## config.mk

```make
export PLATFORM = sky130hd
export DESIGN_NAME = fit_policy_partition_allocator
export DESIGN_NICKNAME = d
export VERILOG_FILES = /design/src/fpa_pkg.sv /design/src/fpa_ram.sv /design/src/fpa_ctrl.sv /design/src/fit_policy_partition_allocator.sv
export SDC_FILE = /design/constraint.sdc
export NUM_CORES = 1
export LEC_CHECK = 0
export ABC_AREA = 0
export BUFFER_PORTS_ARGS = -buffer_cell sky130_fd_sc_hd__clkbuf_2
export CORE_MARGIN = 1.5
export CORE_UTILIZATION = 48
export DETAILED_ROUTE_END_ITERATION = 10
export GPL_TIMING_DRIVEN = 0
export SLEW_MARGIN = 25
export SYNTH_ARGS = -nofsm -noshare
export SYNTH_HDL_FRONTEND = slang
export SYNTH_SLANG_ARGS = --single-unit
```

## constraint.sdc

```tcl
create_clock -name clk_i -period 3.5 [get_ports clk_i]
set_input_delay 0.7 -clock clk_i [delete_from_list [all_inputs] [get_ports clk_i]]
set_output_delay 0.7 -clock clk_i [all_outputs]
set_load 0.05 [all_outputs]
```

## src/fpa_pkg.sv

```systemverilog
// Shared types and constants of the fit-policy partition allocator.
`timescale 1ns / 1ps

package fpa_pkg;

  // Storage geometry.
  localparam int unsigned SLOTS     = 16;
  localparam int unsigned SIZE_BITS = 16;
  localparam int unsigned SLOT_BITS = $clog2(SLOTS);
  localparam int unsigned CNT_BITS  = $clog2(SLOTS + 1);

  // Configuration port geometry.
  localparam int unsigned CFG_IDX_BITS  = 1;
  localparam int unsigned CFG_DATA_BITS = 5;

  // Configuration register indexes.
  localparam logic [CFG_IDX_BITS-1:0] CFG_SLOT_COUNT = 1'b0;
  localparam logic [CFG_IDX_BITS-1:0] CFG_FIT_POLICY = 1'b1;

  // Operation codes of an input request.
  localparam logic OP_LOAD  = 1'b0;
  localparam logic OP_ALLOC = 1'b1;

  // Fit policies; the unused code behaves as first fit.
  typedef enum logic [1:0] {
    POL_FIRST = 2'd0,
    POL_BEST  = 2'd1,
    POL_WORST = 2'd2
  } policy_e;

  // Controller states.
  typedef enum logic [1:0] {
    ST_IDLE,
    ST_SCAN,
    ST_FINISH
  } state_e;

  // Input request payload.
  typedef struct packed {
    logic        op;
    logic [3:0]  slot;
    logic [15:0] amount;
    logic        batch_end;
  } in_t;

  // Result payload.
  typedef struct packed {
    logic        granted;
    logic [3:0]  chosen_slot;
    logic [15:0] left_over;
    logic        batch_done;
  } out_t;

  // Configuration seen by the controller.
  typedef struct packed {
    logic [4:0] slot_count;
    logic [1:0] fit_policy;
  } cfg_t;

endpackage

```

## src/fpa_ram.sv

```systemverilog
// Generic single-write, single-read synchronous RAM with registered read data.
`timescale 1ns / 1ps

module fpa_ram #(
  parameter int unsigned WIDTH = 16,
  parameter int unsigned DEPTH = 16
) (
  input  logic                     clk_i,
  input  logic                     we_i,
  input  logic [$clog2(DEPTH)-1:0] waddr_i,
  input  logic [WIDTH-1:0]         wdata_i,
  input  logic                     re_i,
  input  logic [$clog2(DEPTH)-1:0] raddr_i,
  output logic [WIDTH-1:0]         rdata_o
);

  logic [WIDTH-1:0] mem_q [DEPTH];
  logic [WIDTH-1:0] rdata_q;

  // Write port.
  always_ff @(posedge clk_i) begin
    if (we_i) begin
      mem_q[waddr_i] <= wdata_i;
    end
  end

  // Registered read port.
  always_ff @(posedge clk_i) begin
    if (re_i) begin
      rdata_q <= mem_q[raddr_i];
    end
  end

  assign rdata_o = rdata_q;

endmodule

```

## src/fpa_ctrl.sv

```systemverilog
// Request sequencer: loads sizes, scans the size table and writes back the grant.
`timescale 1ns / 1ps

module fpa_ctrl (
  input  logic          clk_i,
  input  logic          rst_ni,
  input  fpa_pkg::cfg_t cfg_i,
  input  logic          in_valid_i,
  output logic          in_ready_o,
  input  fpa_pkg::in_t  in_data_i,
  output logic          out_valid_o,
  input  logic          out_ready_i,
  output fpa_pkg::out_t out_data_o
);

  import fpa_pkg::*;

  state_e               state_q, state_d;
  logic [CNT_BITS-1:0]  issue_idx_q, count_q, count_d;
  logic                 eval_vld_q;
  logic [SLOT_BITS-1:0] eval_idx_q;
  logic                 found_q;
  logic [SLOT_BITS-1:0] cand_q;
  logic [SIZE_BITS-1:0] best_q;
  logic [SIZE_BITS-1:0] amount_q;
  logic                 bend_q;
  logic                 out_vld_q;
  out_t                 out_q;

  logic                 accept;
  logic                 scan_issue;
  logic                 finish_go;
  logic                 take;
  logic [SIZE_BITS-1:0] left;

  logic                 ram_we;
  logic [SLOT_BITS-1:0] ram_waddr;
  logic [SIZE_BITS-1:0] ram_wdata;
  logic [SIZE_BITS-1:0] ram_rdata;

  // Handshake and scan control terms.
  assign accept     = in_valid_i && in_ready_o;
  assign scan_issue = (state_q == ST_SCAN) && (issue_idx_q != count_q);
  assign finish_go  = (state_q == ST_FINISH) && (!out_vld_q || out_ready_i);
  assign left       = best_q - amount_q;

  // Partitions taking part in the scan, saturated to the table depth.
  assign count_d = (cfg_i.slot_count > CNT_BITS'(SLOTS)) ? CNT_BITS'(SLOTS)
                                                         : CNT_BITS'(cfg_i.slot_count);

  // A returned size replaces the candidate when it fits and the policy prefers it.
  assign take = eval_vld_q && (ram_rdata >= amount_q) &&
                (!found_q ||
                 ((cfg_i.fit_policy == POL_BEST)  && (ram_rdata < best_q)) ||
                 ((cfg_i.fit_policy == POL_WORST) && (ram_rdata > best_q)));

  // Next state.
  always_comb begin
    state_d = state_q;
    case (state_q)
      ST_IDLE: begin
        if (accept && (in_data_i.op == OP_ALLOC)) begin
          state_d = ST_SCAN;
        end
      end
      ST_SCAN: begin
        if ((issue_idx_q == count_q) && !eval_vld_q) begin
          state_d = ST_FINISH;
        end
      end
      ST_FINISH: begin
        if (finish_go) begin
          state_d = ST_IDLE;
        end
      end
      default: state_d = ST_IDLE;
    endcase
  end

  // Outputs of the state machine: input ready and the table write port.
  always_comb begin
    in_ready_o = 1'b0;
    ram_we     = 1'b0;
    ram_waddr  = in_data_i.slot[SLOT_BITS-1:0];
    ram_wdata  = in_data_i.amount[SIZE_BITS-1:0];
    case (state_q)
      ST_IDLE: begin
        in_ready_o = 1'b1;
        ram_we     = in_valid_i && (in_data_i.op == OP_LOAD) &&
                     (CNT_BITS'(in_data_i.slot) < CNT_BITS'(SLOTS));
      end
      ST_FINISH: begin
        ram_we    = finish_go && found_q;
        ram_waddr = cand_q;
        ram_wdata = left;
      end
      default: begin
        in_ready_o = 1'b0;
      end
    endcase
  end

  // Control state.
  always_ff @(posedge clk_i or negedge rst_ni) begin
    if (!rst_ni) begin
      state_q     <= ST_IDLE;
      issue_idx_q <= '0;
      eval_vld_q  <= 1'b0;
      found_q     <= 1'b0;
      cand_q      <= '0;
      out_vld_q   <= 1'b0;
    end else begin
      state_q    <= state_d;
      eval_vld_q <= scan_issue;
      if (accept && (in_data_i.op == OP_ALLOC)) begin
        issue_idx_q <= '0;
        found_q     <= 1'b0;
        cand_q      <= '0;
      end else begin
        if (scan_issue) begin
          issue_idx_q <= issue_idx_q + CNT_BITS'(1);
        end
        if (take) begin
          found_q <= 1'b1;
          cand_q  <= eval_idx_q;
        end
      end
      if (finish_go) begin
        out_vld_q <= 1'b1;
      end else if (out_ready_i) begin
        out_vld_q <= 1'b0;
      end
    end
  end

  // Request payload, scan pipeline and result register.
  always_ff @(posedge clk_i) begin
    if (accept && (in_data_i.op == OP_ALLOC)) begin
      amount_q <= in_data_i.amount[SIZE_BITS-1:0];
      bend_q   <= in_data_i.batch_end;
      count_q  <= count_d;
    end
    eval_idx_q <= issue_idx_q[SLOT_BITS-1:0];
    if (take) begin
      best_q <= ram_rdata;
    end
    if (finish_go) begin
      out_q.granted     <= found_q;
      out_q.chosen_slot <= found_q ? cand_q : '0;
      out_q.left_over   <= found_q ? left : '0;
      out_q.batch_done  <= bend_q;
    end
  end

  // Remaining-size table.
  fpa_ram #(
    .WIDTH (SIZE_BITS),
    .DEPTH (SLOTS)
  ) u_size_ram (
    .clk_i   (clk_i),
    .we_i    (ram_we),
    .waddr_i (ram_waddr),
    .wdata_i (ram_wdata),
    .re_i    (scan_issue),
    .raddr_i (issue_idx_q[SLOT_BITS-1:0]),
    .rdata_o (ram_rdata)
  );

  assign out_valid_o = out_vld_q;
  assign out_data_o  = out_q;

endmodule

```

## src/fit_policy_partition_allocator.sv

```systemverilog
// Top level of the fit-policy partition allocator: configuration registers and sequencer.
// A load request is taken while the block is idle and writes the size table directly.
// An allocation request scans the first N table entries, where N is slot_count saturated
// to 16; with N zero no entry is read. It writes back its grant once the result register
// is free. The scan reads one table entry per cycle from the size RAM, and a new request
// is accepted once the previous one has written back.
// Reset clears the control state and sets slot_count to 16 and fit_policy to first fit.
`timescale 1ns / 1ps

module fit_policy_partition_allocator (
  input  logic                               clk_i,
  input  logic                               rst_ni,
  input  logic                               cfg_we_i,
  input  logic [fpa_pkg::CFG_IDX_BITS-1:0]   cfg_idx_i,
  input  logic [fpa_pkg::CFG_DATA_BITS-1:0]  cfg_wdata_i,
  input  logic                               in_valid_i,
  output logic                               in_ready_o,
  input  fpa_pkg::in_t                       in_data_i,
  output logic                               out_valid_o,
  input  logic                               out_ready_i,
  output fpa_pkg::out_t                      out_data_o
);

  import fpa_pkg::*;

  cfg_t cfg_q;

  // Configuration registers.
  always_ff @(posedge clk_i or negedge rst_ni) begin
    if (!rst_ni) begin
      cfg_q.slot_count <= 5'd16;
      cfg_q.fit_policy <= POL_FIRST;
    end else if (cfg_we_i) begin
      case (cfg_idx_i)
        CFG_SLOT_COUNT: cfg_q.slot_count <= cfg_wdata_i[4:0];
        CFG_FIT_POLICY: cfg_q.fit_policy <= cfg_wdata_i[1:0];
        default: cfg_q <= cfg_q;
      endcase
    end
  end

  // Request sequencer with the size table.
  fpa_ctrl u_ctrl (
    .clk_i       (clk_i),
    .rst_ni      (rst_ni),
    .cfg_i       (cfg_q),
    .in_valid_i  (in_valid_i),
    .in_ready_o  (in_ready_o),
    .in_data_i   (in_data_i),
    .out_valid_o (out_valid_o),
    .out_ready_i (out_ready_i),
    .out_data_o  (out_data_o)
  );

endmodule

```

[Word-level counts from Yosys, hierarchy flattened]
Memories as Yosys holds them, arrays and structs flattened. A register that Yosys moved wholly into a read port is not among the register bits.
Index checks and enable logic that the tools add are counted.
Operators by class
  multiply operators: 0
  reduce and logical (&&, ||, !) cells: 24
  bitwise gates (word level): 2
  equal/unequal tests: 9
  mux-type cells: 18
  magnitude comparators: 4
  div/mod/pow operators: 0
  add/subtract/negate cells: 2
  shift-type cells: 0
Operators by type and width (number)
  >= comparator 16 bit: 1
  > comparator 16 bit: 1
  < comparator 16 bit: 1
  2-to-1 mux 16 bit: 1
  subtractor 16 bit: 1
  2-to-1 mux 4 bit: 3
  logical AND 1 bit: 11
  2-to-1 mux 5 bit: 2
  2-to-1 mux 1 bit: 7
  2-to-1 mux 2 bit: 3
  case mux 2 bit (3 select lines): 1
  nonzero test 2 bit: 3
  adder 5 x 1 -> 5 bit, second input constant: 1
  equality test 5 bit: 1
  > comparator 5 bit, second input constant: 1
  != test 5 bit: 1
  equality test 2 x 1 -> 1 bit, second input constant: 2
  equality test 2 bit, second input constant: 2
  != test 2 x 1 -> 1 bit, second input constant: 2
  AND reduction 2 bit: 2
  zero test 1 bit: 3
  logical OR 1 bit: 3
  AND reduction 3 bit: 1
  zero test 2 bit: 1
  3 further kinds: 4
Storage, ports and cells
  latch bits: 0
  memories: 1
  memory bits (writable): 256
  word-level logic and storage cells: 77
  ROM bits: 0
  output and inout port bits: 24
  register bits after elaboration: 85
Memories
  u_ctrl.u_size_ram.mem_q: words 16, bits a word 16, read ports 1, clocked after memory_dff 1, wr ports 1, RTL line fpa_ram.sv:17  | logic [WIDTH-1:0] mem_q [DEPTH];

[Depth between registers and ports, before layout]
Gate-level depths: netlist (run 1).
  depth after elaboration: 7
  depth in mapped cells: 10
  depth with buffers taken out: 10

[Cells and area by module]
From an unflattened synthesis (run 1), not the netlist that was laid out.
Unflattened totals
  cell total of the unflattened synthesis: 864
  area, all modules: 14973.1 um^2
Modules (own cells, without submodules)
  fpa_ram: times used 1, sequential area each 8167.8 um^2, area each 10203.5 um^2, cells an instance 432
  fpa_ctrl: times used 1, sequential area each 2232.1 um^2, area each 4494.3 um^2, cells an instance 416
  fit_policy_partition_allocator: times used 1, sequential area each 176.4 um^2, area each 275.3 um^2, cells an instance 16

[Worst setup path before layout (run 1)]
No wires, ideal clock.
  kind: register to register
  start point: register u_ctrl.best_q[0]
  end point: memory u_ctrl.u_size_ram.mem_q[0][12], data pin
  path slack: 0.509 ns
  library setup time: 0.330 ns
  data arrival time: 2.661 ns
  stages on the path, launching flop included: 11
  clock period less this slack: 2.991 ns
  path through: edfxtp_1 -> inv_1 -> ha_1 -> fa_1 -> nor2b_1 -> o21a_1 -> o21a_1 -> o31a_1 -> a221o_1 -> xnor2_1 -> o21ai_0
On the way
  longest elaborated chain between the ends: 2
RTL lines
  start: declaration: RTL line fpa_ctrl.sv:24  | logic [SIZE_BITS-1:0] best_q;
  start signal: assignment: RTL line fpa_ctrl.sv:145  | best_q <= ram_rdata;
  subtractor 16 bit: RTL line fpa_ctrl.sv:45  | assign left = best_q - amount_q;
  2-to-1 mux 16 bit: RTL line fpa_ctrl.sv:86  | case (state_q)
  net u_ctrl.ram_wdata[12]: RTL line fpa_ctrl.sv:38  | logic [SIZE_BITS-1:0] ram_wdata;
  end: declaration: RTL line fpa_ram.sv:17
The timed path passes the listed nets, and every way through them passes these cells.

[Worst setup path after layout (run 1)]
  start point: register u_ctrl.amount_q[0]
  end point: memory u_ctrl.u_size_ram.mem_q[1][10], data pin
On the way
  longest elaborated chain between the ends: 2
RTL lines
  start: declaration: RTL line fpa_ctrl.sv:25  | logic [SIZE_BITS-1:0] amount_q;
  start signal: assignment: RTL line fpa_ctrl.sv:139  | amount_q <= in_data_i.amount[SIZE_BITS-1:0];
  subtractor 16 bit: RTL line fpa_ctrl.sv:45
  2-to-1 mux 16 bit: RTL line fpa_ctrl.sv:86
  net u_ctrl.ram_wdata[10]: RTL line fpa_ctrl.sv:38
The timed path passes the listed nets, and every way through them passes these cells.

==> impl.org, run 1 <==
** Outcome
- Run status :: finished clean

** Clock tree
- After clock tree synthesis, the flow added hold-fix buffers numbering 0.
- In this run the number of H-tree levels came out at 2.
- Register clock-pin slew on the reported worst setup and hold paths :: approximately 0.060 ns
- Root Buffer Master :: clkbuf_16
- TritonCTS built the clock tree.
- Clock sinks :: 357
- The number of clock buffers added by TritonCTS is 37.
- Gates resized during post-CTS repair numbered 0.
- Max clock buf depth :: 3
- The later pin in the worst-skew pair is clocked with a latency of 0.52 ns.
- Post-CTS repair timing setup buffer count :: 0

** Yosys
- Portion of netlist area occupied by mux cells :: 13.0%
- Commonest register cell after synthesis :: edfxtp_1
- The number of nets handed over by synthesis was 907.
- Share of the yosys chip area belonging to registers :: 71.1%
- Ys async rst share :: 5.88%
- The synthesized netlist devotes 3.89% of its cell area to compound gates.
- Post-synthesis xor/xnor area fraction :: 1.24%
- In this run, synthesis inferred around 330 flip-flops with an integrated enable.
- Synthesis produced a netlist whose cell count is 825.
- Avg Inst Size Synth :: 18.0 µm²
- The synthesized netlist devotes 4.72% of its cell area to simple gates.
- Ranking of synthesized cells by area :: edfxtp_1, mux4_2, ha_1, dfrtp_1, nand2_1
- By area, the combinational part of the netlist is dominated by multiplexers.
- The largest total area in the synthesized netlist belongs to edfxtp_1.
- Synthesized flop and latch total :: roughly 360
- Count of distinct cell types in the synthesized netlist :: 55
- The Yosys step of the flow raised 0 warnings.
- After Yosys synthesis, full adders, half adders and majority gates account for between 4 and 5% of the synthesized area.
- The synthesized design devotes to its leading area cell type about two thirds of total area.
- In this run the cell area of the synthesized design comes to 14900 µm².

** Worst setup path
- The critical path is of the reg -> reg type.
- The critical path starts at u_ctrl.amount_q[0]$_DFFE_PP_.
- Slowest Stage Delay on Critical Path :: ~0.66 ns
- Launch instance of the worst register-to-register path :: u_ctrl.amount_q[0]$_DFFE_PP_
- Counting cells, the worst reg-to-reg path comes to 8.
- In this run the critical register-to-register path is captured at u_ctrl.u_size_ram.mem_q[1][10]$_DFFE_PP_.
- Worst EP required :: ~3.7 ns
- Worst path arrival time :: 3.29 ns
- Critical Path, Cell by Cell :: ha_1 > fa_1 > nor2b_1 > o21a_1 > o21a_1 > o31a_1 > a31oi_1 > o31ai_4
- The setup check on the worst reg-to-reg path leaves a slack of 0.42 ns.
- STA classifies the critical path startpoint as a flop.
- STA classifies the critical path endpoint as a flop.
- Most frequent cell on the critical path :: o21a_1
- Slowest cell on the critical path :: o31ai_4
- Worst Path Max Fanout :: 16

** Floorplanning
- Die Y-Extent :: about 180 µm
- Placeable core area :: between 30000 and 40000 µm²
- The floorplan has 64 rows.
- The initial utilization of the core area, before any placement, comes to approximately half.
- Width of the die :: 179 µm
- Floorplan die area :: about 32000 µm²
- 57 I/O pins were placed.

** Cells and area
- For this run, the share of the core covered by cells in the final layout is between 50% and 60%.
- Leaving out filler cells and counting taps, the final layout contains ~1400.
- The library cells used most frequently in the layout, excluding fill and tap cells, are edfxtp_1, mux4_2, clkbuf_2.
- Registers take 10600 µm².
- Number of inserted filler cells in the final layout :: about 2300
- Area of combinational cells with multiple inputs :: 4140 µm²
- The final layout contains roughly 1000 nets.
- Cells with a size suffix above 1 make up about a quarter of the layout.
- Antenna fix cells :: 0
- Commonest non-fill, non-tap cell in the layout :: edfxtp_1
- Layout-stage area growth over the synthesis result :: 15.1%

** GRT
- Combined global-route utilization of all metal layers :: 21.1%
- Maximum number of pins on one net before global-route repair :: 29
- The first global-routing pass estimated between 40000 and 50000 µm of wire.
- Initial antenna violation count :: 0
- The number of global-route vias before repair was 8251.
- For this run the aggregate overflow at the end of global routing stands at 0.

** Pwr
- Fraction of power consumed by combinational cells :: between 20% and 30%
- Worst supply voltage drop on vdd :: 0.000332 V
- Per report_power, the clock group accounts for roughly 28% of the total.
- Summed over all nets, the switching power comes to between 4 and 5 mW.
- The internal power of the cells totals between 9 and 10 mW.
- Registers are responsible for 43.7% of the overall power.
- Final Total Pwr :: 13.2 mW
- In this run the power density over the cells is 768 nW/µm².
- Sw Share :: 31.5%
- Leakage power :: 5.98 nW

** STA
- The number of failing hold endpoints at the final stage came to 0.
- Setup repair after global routing left no endpoint under its margin.
- For the final database, setup skew stands at 0.0114 ns.
- Hold timing on the final database bottoms out at a slack of ~0.17 ns.
- Final setup viols :: 0
- Once routing completed, OpenROAD measured the worst setup slack at 0.421 ns.
- The final-report max-slew violation count came to 0.
- At the pin with the least slew margin, the transition time is 0.923 ns.
- Worst slew slack as a fraction of its limit :: between 30% and 40%
- Fraction of the cycle the final worst path needs :: 88.0%
- The worst path needs 3.08 ns of the cycle, external delays included.
- For this run, the top clock speed supported by timing is 325 MHz.

** Route
- Signal routing reaches up to met4.
- The first detailed-routing pass ran for 6 iterations.
- Total wire length after detailed routing :: 32600 µm
- After detailed routing, the average wire length per cell comes to roughly 24 µm.
- The detailed router put a total of 13900 µm of wire on met1.
- 1st-iter DRT viols :: 722
- In this run the remaining antenna-violating nets after routing total 0.
- Wire segments on met2 add up to 16400 µm in the final route.
- Via count :: 7878
- Using the TritonRoute via totals, the vias-per-cell ratio works out to 5.78.
- For this run, design rule violations remaining after detail routing come to 0.
- Met3 wire length :: ~1700 µm

** Placement
- Total of buffers placed on input and output ports :: 56
- At the placement stage, the worst setup path has a slack of -0.0723 ns.
- Final weighted congestion in routability-driven placement :: 0.958
- Placed wire-length estimate :: 23200 µm
- # placed instances :: 1298

** Run
- Across the run, the number of max-cap violations was 0.

** Min path
- HP Class :: in -> async
==> power groups by stage <==
stage / clock, mW / sequential, mW / combinational (mW)
after floorplan: 0 / 5.92 / 2.32
after global placement: 0 / 5.85 / 3.44
after detailed placement: 0 / 5.83 / 3.72
after CTS: 3.74 / 5.75 / 3.74
after global routing: 3.90 / 5.78 / 4.03
final: 3.67 / 5.75 / 3.73
==> sequential cells by signal, indices dropped and copies added, names as in the netlist <==
| name | flops |
|---|---|
| u_ctrl.cand_q | 4 |
| u_ctrl.out_valid_o | 1 |
| u_ctrl.found_q | 1 |
| u_ctrl.count_q | 5 |
| u_ctrl.u_size_ram.mem_q | 256 |
| u_ctrl.state_q | 2 |
| u_ctrl.issue_idx_q | 5 |
| u_ctrl.u_size_ram.rdata_o | 16 |
| u_ctrl.best_q | 16 |
| u_ctrl.bend_q | 1 |
| cfg_q | 7 |
| u_ctrl.eval_vld_q | 1 |
| u_ctrl.amount_q | 16 |
| u_ctrl.eval_idx_q | 4 |
| u_ctrl.out_data_o | 22 |
==> layout make-up <==
type | count | area share, %
Tap cell | 396 | 2.89
Clock inverter | 20 | 0.848
Inverter | 38 | 0.833
Clock buffer | 46 | 5.79
Sequential cell | 357 | 61.8
Timing Repair Buffer | 77 | 2.89
Multi-Input combinational cell | 401 | 24.2
Buffer | 29 | 0.789
==> metrics by stage <==
step | setup TNS, ns | area (µm²)
floorplan | 0 | 14900
global placement | -168.36 | 15700
detailed placement | -2.31 | 16000
CTS | 0 | 17100
global route | 0 | 17100
finish | 0 | 17100
==> worst max-delay path, delay by kind of cell (launching register included) <==
| kind | cells | cell delay, ns |
|---|---|---|
| AOI/OAI and AO/OA | 5 | 1.47 |
| DFF | 1 | 0.42 |
| adders and majority gates | 2 | 0.75 |
| and+or+nand+nor | 1 | 0.14 |
==> synth_stat cells, types with 5 or more instances <==
library cell,count
a21o_1,11
clkbuf_1,19
inv_1,37
xor2_1,9
xnor2_1,12
dfrtp_1,20
nor2b_1,14
nand4_1,10
mux2_2,7
o21ai_0,25
and2_1,5
nor3_1,6
mux4_2,80
edfxtp_1,332
ha_1,48
nand2_1,45
nand3_1,7
mux2i_1,6
nor2_1,44
a31oi_1,8
a21oi_1,20
nand2b_1,6
==> routing by layer <==
metal / vias to the layer above / global-route usage, %
met3: 48 / 3.35
li1: 3523 / -
met2: 239 / 36.2
met5: - / 0
met1: 4068 / 27.9
met4: 0 / 5.73
==> cell families after synthesis <==
| logic type | count (synthesis) |
|---|---|
| flops | 357 |
| mux | 93 |
| buf+inv | 67 |
| xor+xnor | 21 |
| compound gates | 89 |
| simple gates | 149 |
| fa+ha+maj | 49 |
==> worst max-delay path by stage <==
stage                                                end  depth (start not counted)
6_report        u_ctrl.u_size_ram.mem_q[1][10]$_DFFE_PP_                          8
5_1_grt         u_ctrl.u_size_ram.mem_q[5][10]$_DFFE_PP_                          8
4_1_cts        u_ctrl.u_size_ram.mem_q[13][13]$_DFFE_PP_                          6
3_5_place_dp    u_ctrl.u_size_ram.mem_q[13][9]$_DFFE_PP_                          7
3_3_place_gp    u_ctrl.u_size_ram.mem_q[5][11]$_DFFE_PP_                          7
2_1_floorplan   u_ctrl.u_size_ram.mem_q[0][12]$_DFFE_PP_                         10
Power figures use the tool's default switching activity.
==> run 2, diff against run 1 <==
- CTS_BUF_LIST: default -> sky130_fd_sc_hd__clkbuf_8
==> impl.org, run 2 (same netlist as run 1, synthesis figures left out) <==
** Outcome
- The run finished with clean final reports.

** Worst setup path
- Worst EP required :: 3.76 ns (+0.05 ns)
- In this run the worst setup path begins at u_ctrl.amount_q[1]$_DFFE_PP_.
- The largest fanout of any net on the critical path came to 16 (unchanged).
- The worst setup path is captured at a flop.
- Worst r2r path cells :: 9 (+1)
- The worst setup path is of the reg -> reg kind.
- In this run the critical register-to-register path is launched from u_ctrl.amount_q[1]$_DFFE_PP_.
- In this run the critical register-to-register path is captured at u_ctrl.u_size_ram.mem_q[2][11]$_DFFE_PP_.
- Kind of start point of the critical path :: flop
- The register-to-register path setup slack was 0.43 ns (about the same).
- Worst path arrival time :: 3.34 ns (+0.05 ns)
- The most critical setup path has its endpoint at u_ctrl.u_size_ram.mem_q[2][11]$_DFFE_PP_.

** Placement
- Total cell area at the placement stage :: 16000 µm² (unchanged)
- The final RePlAce weighted congestion was 0.958 (unchanged).
- Total of buffers placed on input and output ports :: 56 (unchanged)
- Placed wire-length estimate :: 23200 µm (unchanged)

** Route
- The detail-routed via count per cell was 5.75 (-0.50%).
- Total wire length after detailed routing :: 32600 µm (about the same)
- Post-detailed-route DRC marker count :: 0 (unchanged)
- Via count :: 8040 (+2.1%)
- Routed length per placed instance :: 23.3 µm (-2.5%)
- The number of antenna-violating nets in the routed design is 0 (unchanged).
- 1st-iter DRT viols :: 682 (-5.5%)
- The iteration count of the initial detailed-routing pass was 7 (+1).

** Cells and area
- Net count reported at finish :: 1043 (+2.0%)
- The number of diodes added for antenna fixing was 0 (unchanged).
- The share of cells above drive strength 1 was 27.2% (+0.77 points).
- The cell area after layout was 17000 µm² (-0.61%).
- Commonest cells after routing, fill and taps aside :: edfxtp_1, mux4_2, clkbuf_8
- Layout-stage area growth over the synthesis result :: 14.4%
- The flip-flop count of the largest register, all copies and words added came to 256 (unchanged).
- Final core occ :: 55.8% (-0.34 points)
- Commonest non-fill, non-tap cell in the layout :: edfxtp_1
- Top register by number of flip-flops :: u_ctrl.u_size_ram.mem_q
- The layout filler cell count was 2340 (+0.99%).

** Pwr
- The power after layout came to 12.7 mW (-3.5%).
- The largest vdd supply drop was 0.000280 V (-16%).
- Switching power :: 4.12 mW (-0.46%)
- The part of the power in combinational logic came to 29.4% (+1.0 points).
- The standby leakage power is 6.02 nW (+0.66%).
- Sw Share :: 32.4% (+0.98 points)
- The internal power consumption was 8.58 mW (-4.9%).
- Seq pwr share :: 45.3% (+1.6 points)
- The clock share of power came to 25.4% (-2.5 points).
- The ratio of total power to cell area is 746 nW/µm² (-2.9%).

** Clock tree
- Count of cells resized by post-cts repair :: 0 (unchanged)
- Maximum level of the CTS H-tree :: 2 (unchanged)
- The number of hold buffers added after CTS was 0 (unchanged).
- The CTS clock-pin slew for the worst setup and hold paths is 0.06 ns (about the same).
- CTS tree :: built
- Root Buffer Master :: clkbuf_8
- The maximum count of clock buffers along a single path is 3 (unchanged).
- Clock buffer count from CTS :: 57 (+54%)
- Source-to-sink clock delay at the later pin of the worst-skew pair :: 0.59 ns (+0.07 ns)
- The total setup buffers inserted after CTS was 0 (unchanged).
- Clock sinks :: 357 (unchanged)

** Floorplanning
- Starting Density :: 48.8% (unchanged)
- The area of the die is 32100 µm² (unchanged).
- The core footprint came to 30500 µm² (unchanged).
- Io pins :: 57 (unchanged)
- The die span in y is 179 µm (unchanged).
- The floorplan row count is 64 (unchanged).
- Width of the die :: 179 µm (unchanged)

** STA
- Setup TNS :: 0 ns (unchanged)
- The setup clock skew after layout is 0.0277 ns (+0.0163 ns).
- The setup-violating endpoint count in the final report came to 0 (unchanged).
- The hold slack is 0.0900 ns (-0.0804 ns).
- The shortest period the worst path allows came to 3.07 ns (-0.00688 ns).
- Final slew viol count :: 0 (unchanged)
- The highest attainable clock frequency is 325 MHz (+0.22%).
- Setup repair after global routing left no endpoint under its margin.
- The headroom to the max-slew limit is 37.5% (-0.94 points).
- The slew at the pin closest to its max-slew limit came to 0.937 ns (+0.0141 ns).
- Number of hold violations in the final report :: 0 (unchanged)
- Fraction of the cycle the final worst path needs :: 87.8% (-0.20 points)

** Run
- The number of max-cap violations was 0 (unchanged).

** Min path
- The tightest min-delay check is of the in -> async type.

** GRT
- The overall routing resource usage was 21.1% (about the same).
- The global-route wire length before repair is 49100 µm (+0.28%).
- Initial antenna violation count :: 0 (unchanged)
- The pin count of the biggest net entering global routing came to 29 (unchanged).
- The number of global-route vias before repair was 8480 (+2.8%).
- Overflow after GRT :: 0 (unchanged)
==> run 2: cell count changes in the layout (fill, tap and decap cells not counted) <==
cell        before  now
clkbuf_8         1   60
clkbuf_16       38    0
inv_1           36   54
clkbuf_1        24   17
clkinv_1         8   15
clkinv_2         8    6
clkinv_8         2    1
clkinvlp_4       1    0
==> run 2: routing by layer <==
layer	wire [µm]	track usage, %	vias to the layer above
met5	0	0	-
met2	16300	36.1	306
met4	692	5.97	0
met1	13500	27.4	4123
met3	2120	4.30	57
li1	-	-	3554
==> run 2: final cells by class <==
| class | count | area (µm²) | area share, % |
|---|---|---|---|
| clock inverter | 41 | 205 | 1.21 |
| inverter | 38 | 143 | 0.838 |
| clock buffer | 60 | 826 | 4.85 |
| tap | 396 | 495 | 2.91 |
| buffer | 29 | 135 | 0.794 |
| multi-input combinational | 401 | 4140 | 24.3 |
| sequential | 357 | 10600 | 62.2 |
| timing repair buffer | 77 | 494 | 2.91 |
==> run 2: how the worst min path moves through the flow <==
| stage | slack (ns) | endpoint | start | cells after the start |
|---|---|---|---|---|
| finish | 0.09 | cfg_q[5]$_DFFE_PN0P_ | rst_ni | 1 |
| global route | 0.11 | cfg_q[5]$_DFFE_PN0P_ | rst_ni | 1 |
| CTS | 0.08 | cfg_q[5]$_DFFE_PN0P_ | rst_ni | 1 |
| detailed placement | 0.36 | u_ctrl.eval_idx_q[3]$_DFF_P_ | u_ctrl.issue_idx_q[3]$_DFFE_PN0P_ | 0 |
| global placement | 0.36 | u_ctrl.eval_idx_q[3]$_DFF_P_ | u_ctrl.issue_idx_q[3]$_DFFE_PN0P_ | 0 |
| floorplan | 0.34 | u_ctrl.eval_idx_q[3]$_DFF_P_ | u_ctrl.issue_idx_q[3]$_DFFE_PN0P_ | 0 |
==> run 2: worst max-delay path, stage by stage, from the launching register on <==
cell and delay (ns):
edfxtp_1 0.42, inv_1 0.12, ha_1 0.23, nor2b_1 0.14, o2111ai_1 0.26, a21boi_1 0.18
a21oi_1 0.39, o21ai_0 0.19, xnor2_1 0.19, o21ai_2 0.62
==> run 2: power by group through the flow <==
stage / clock [mW] / combinational [mW] / sequential, mW
after global placement: 0 / 3.44 / 5.85
after global routing: 3.48 / 4.03 / 5.78
final: 3.22 / 3.73 / 5.75
after floorplan: 0 / 2.32 / 5.92
after CTS: 3.30 / 3.73 / 5.75
after detailed placement: 0 / 3.72 / 5.83
==> run 2: per-stage QoR <==
stage	std cells	worst slack (ns)
4_1_cts	1399	0.0700
5_1_grt	1399	0.327
3_5_place_dp	1298	-0.0723
6_report	1399	0.428
2_1_floorplan	825	0.509
3_3_place_gp	1277	-0.648
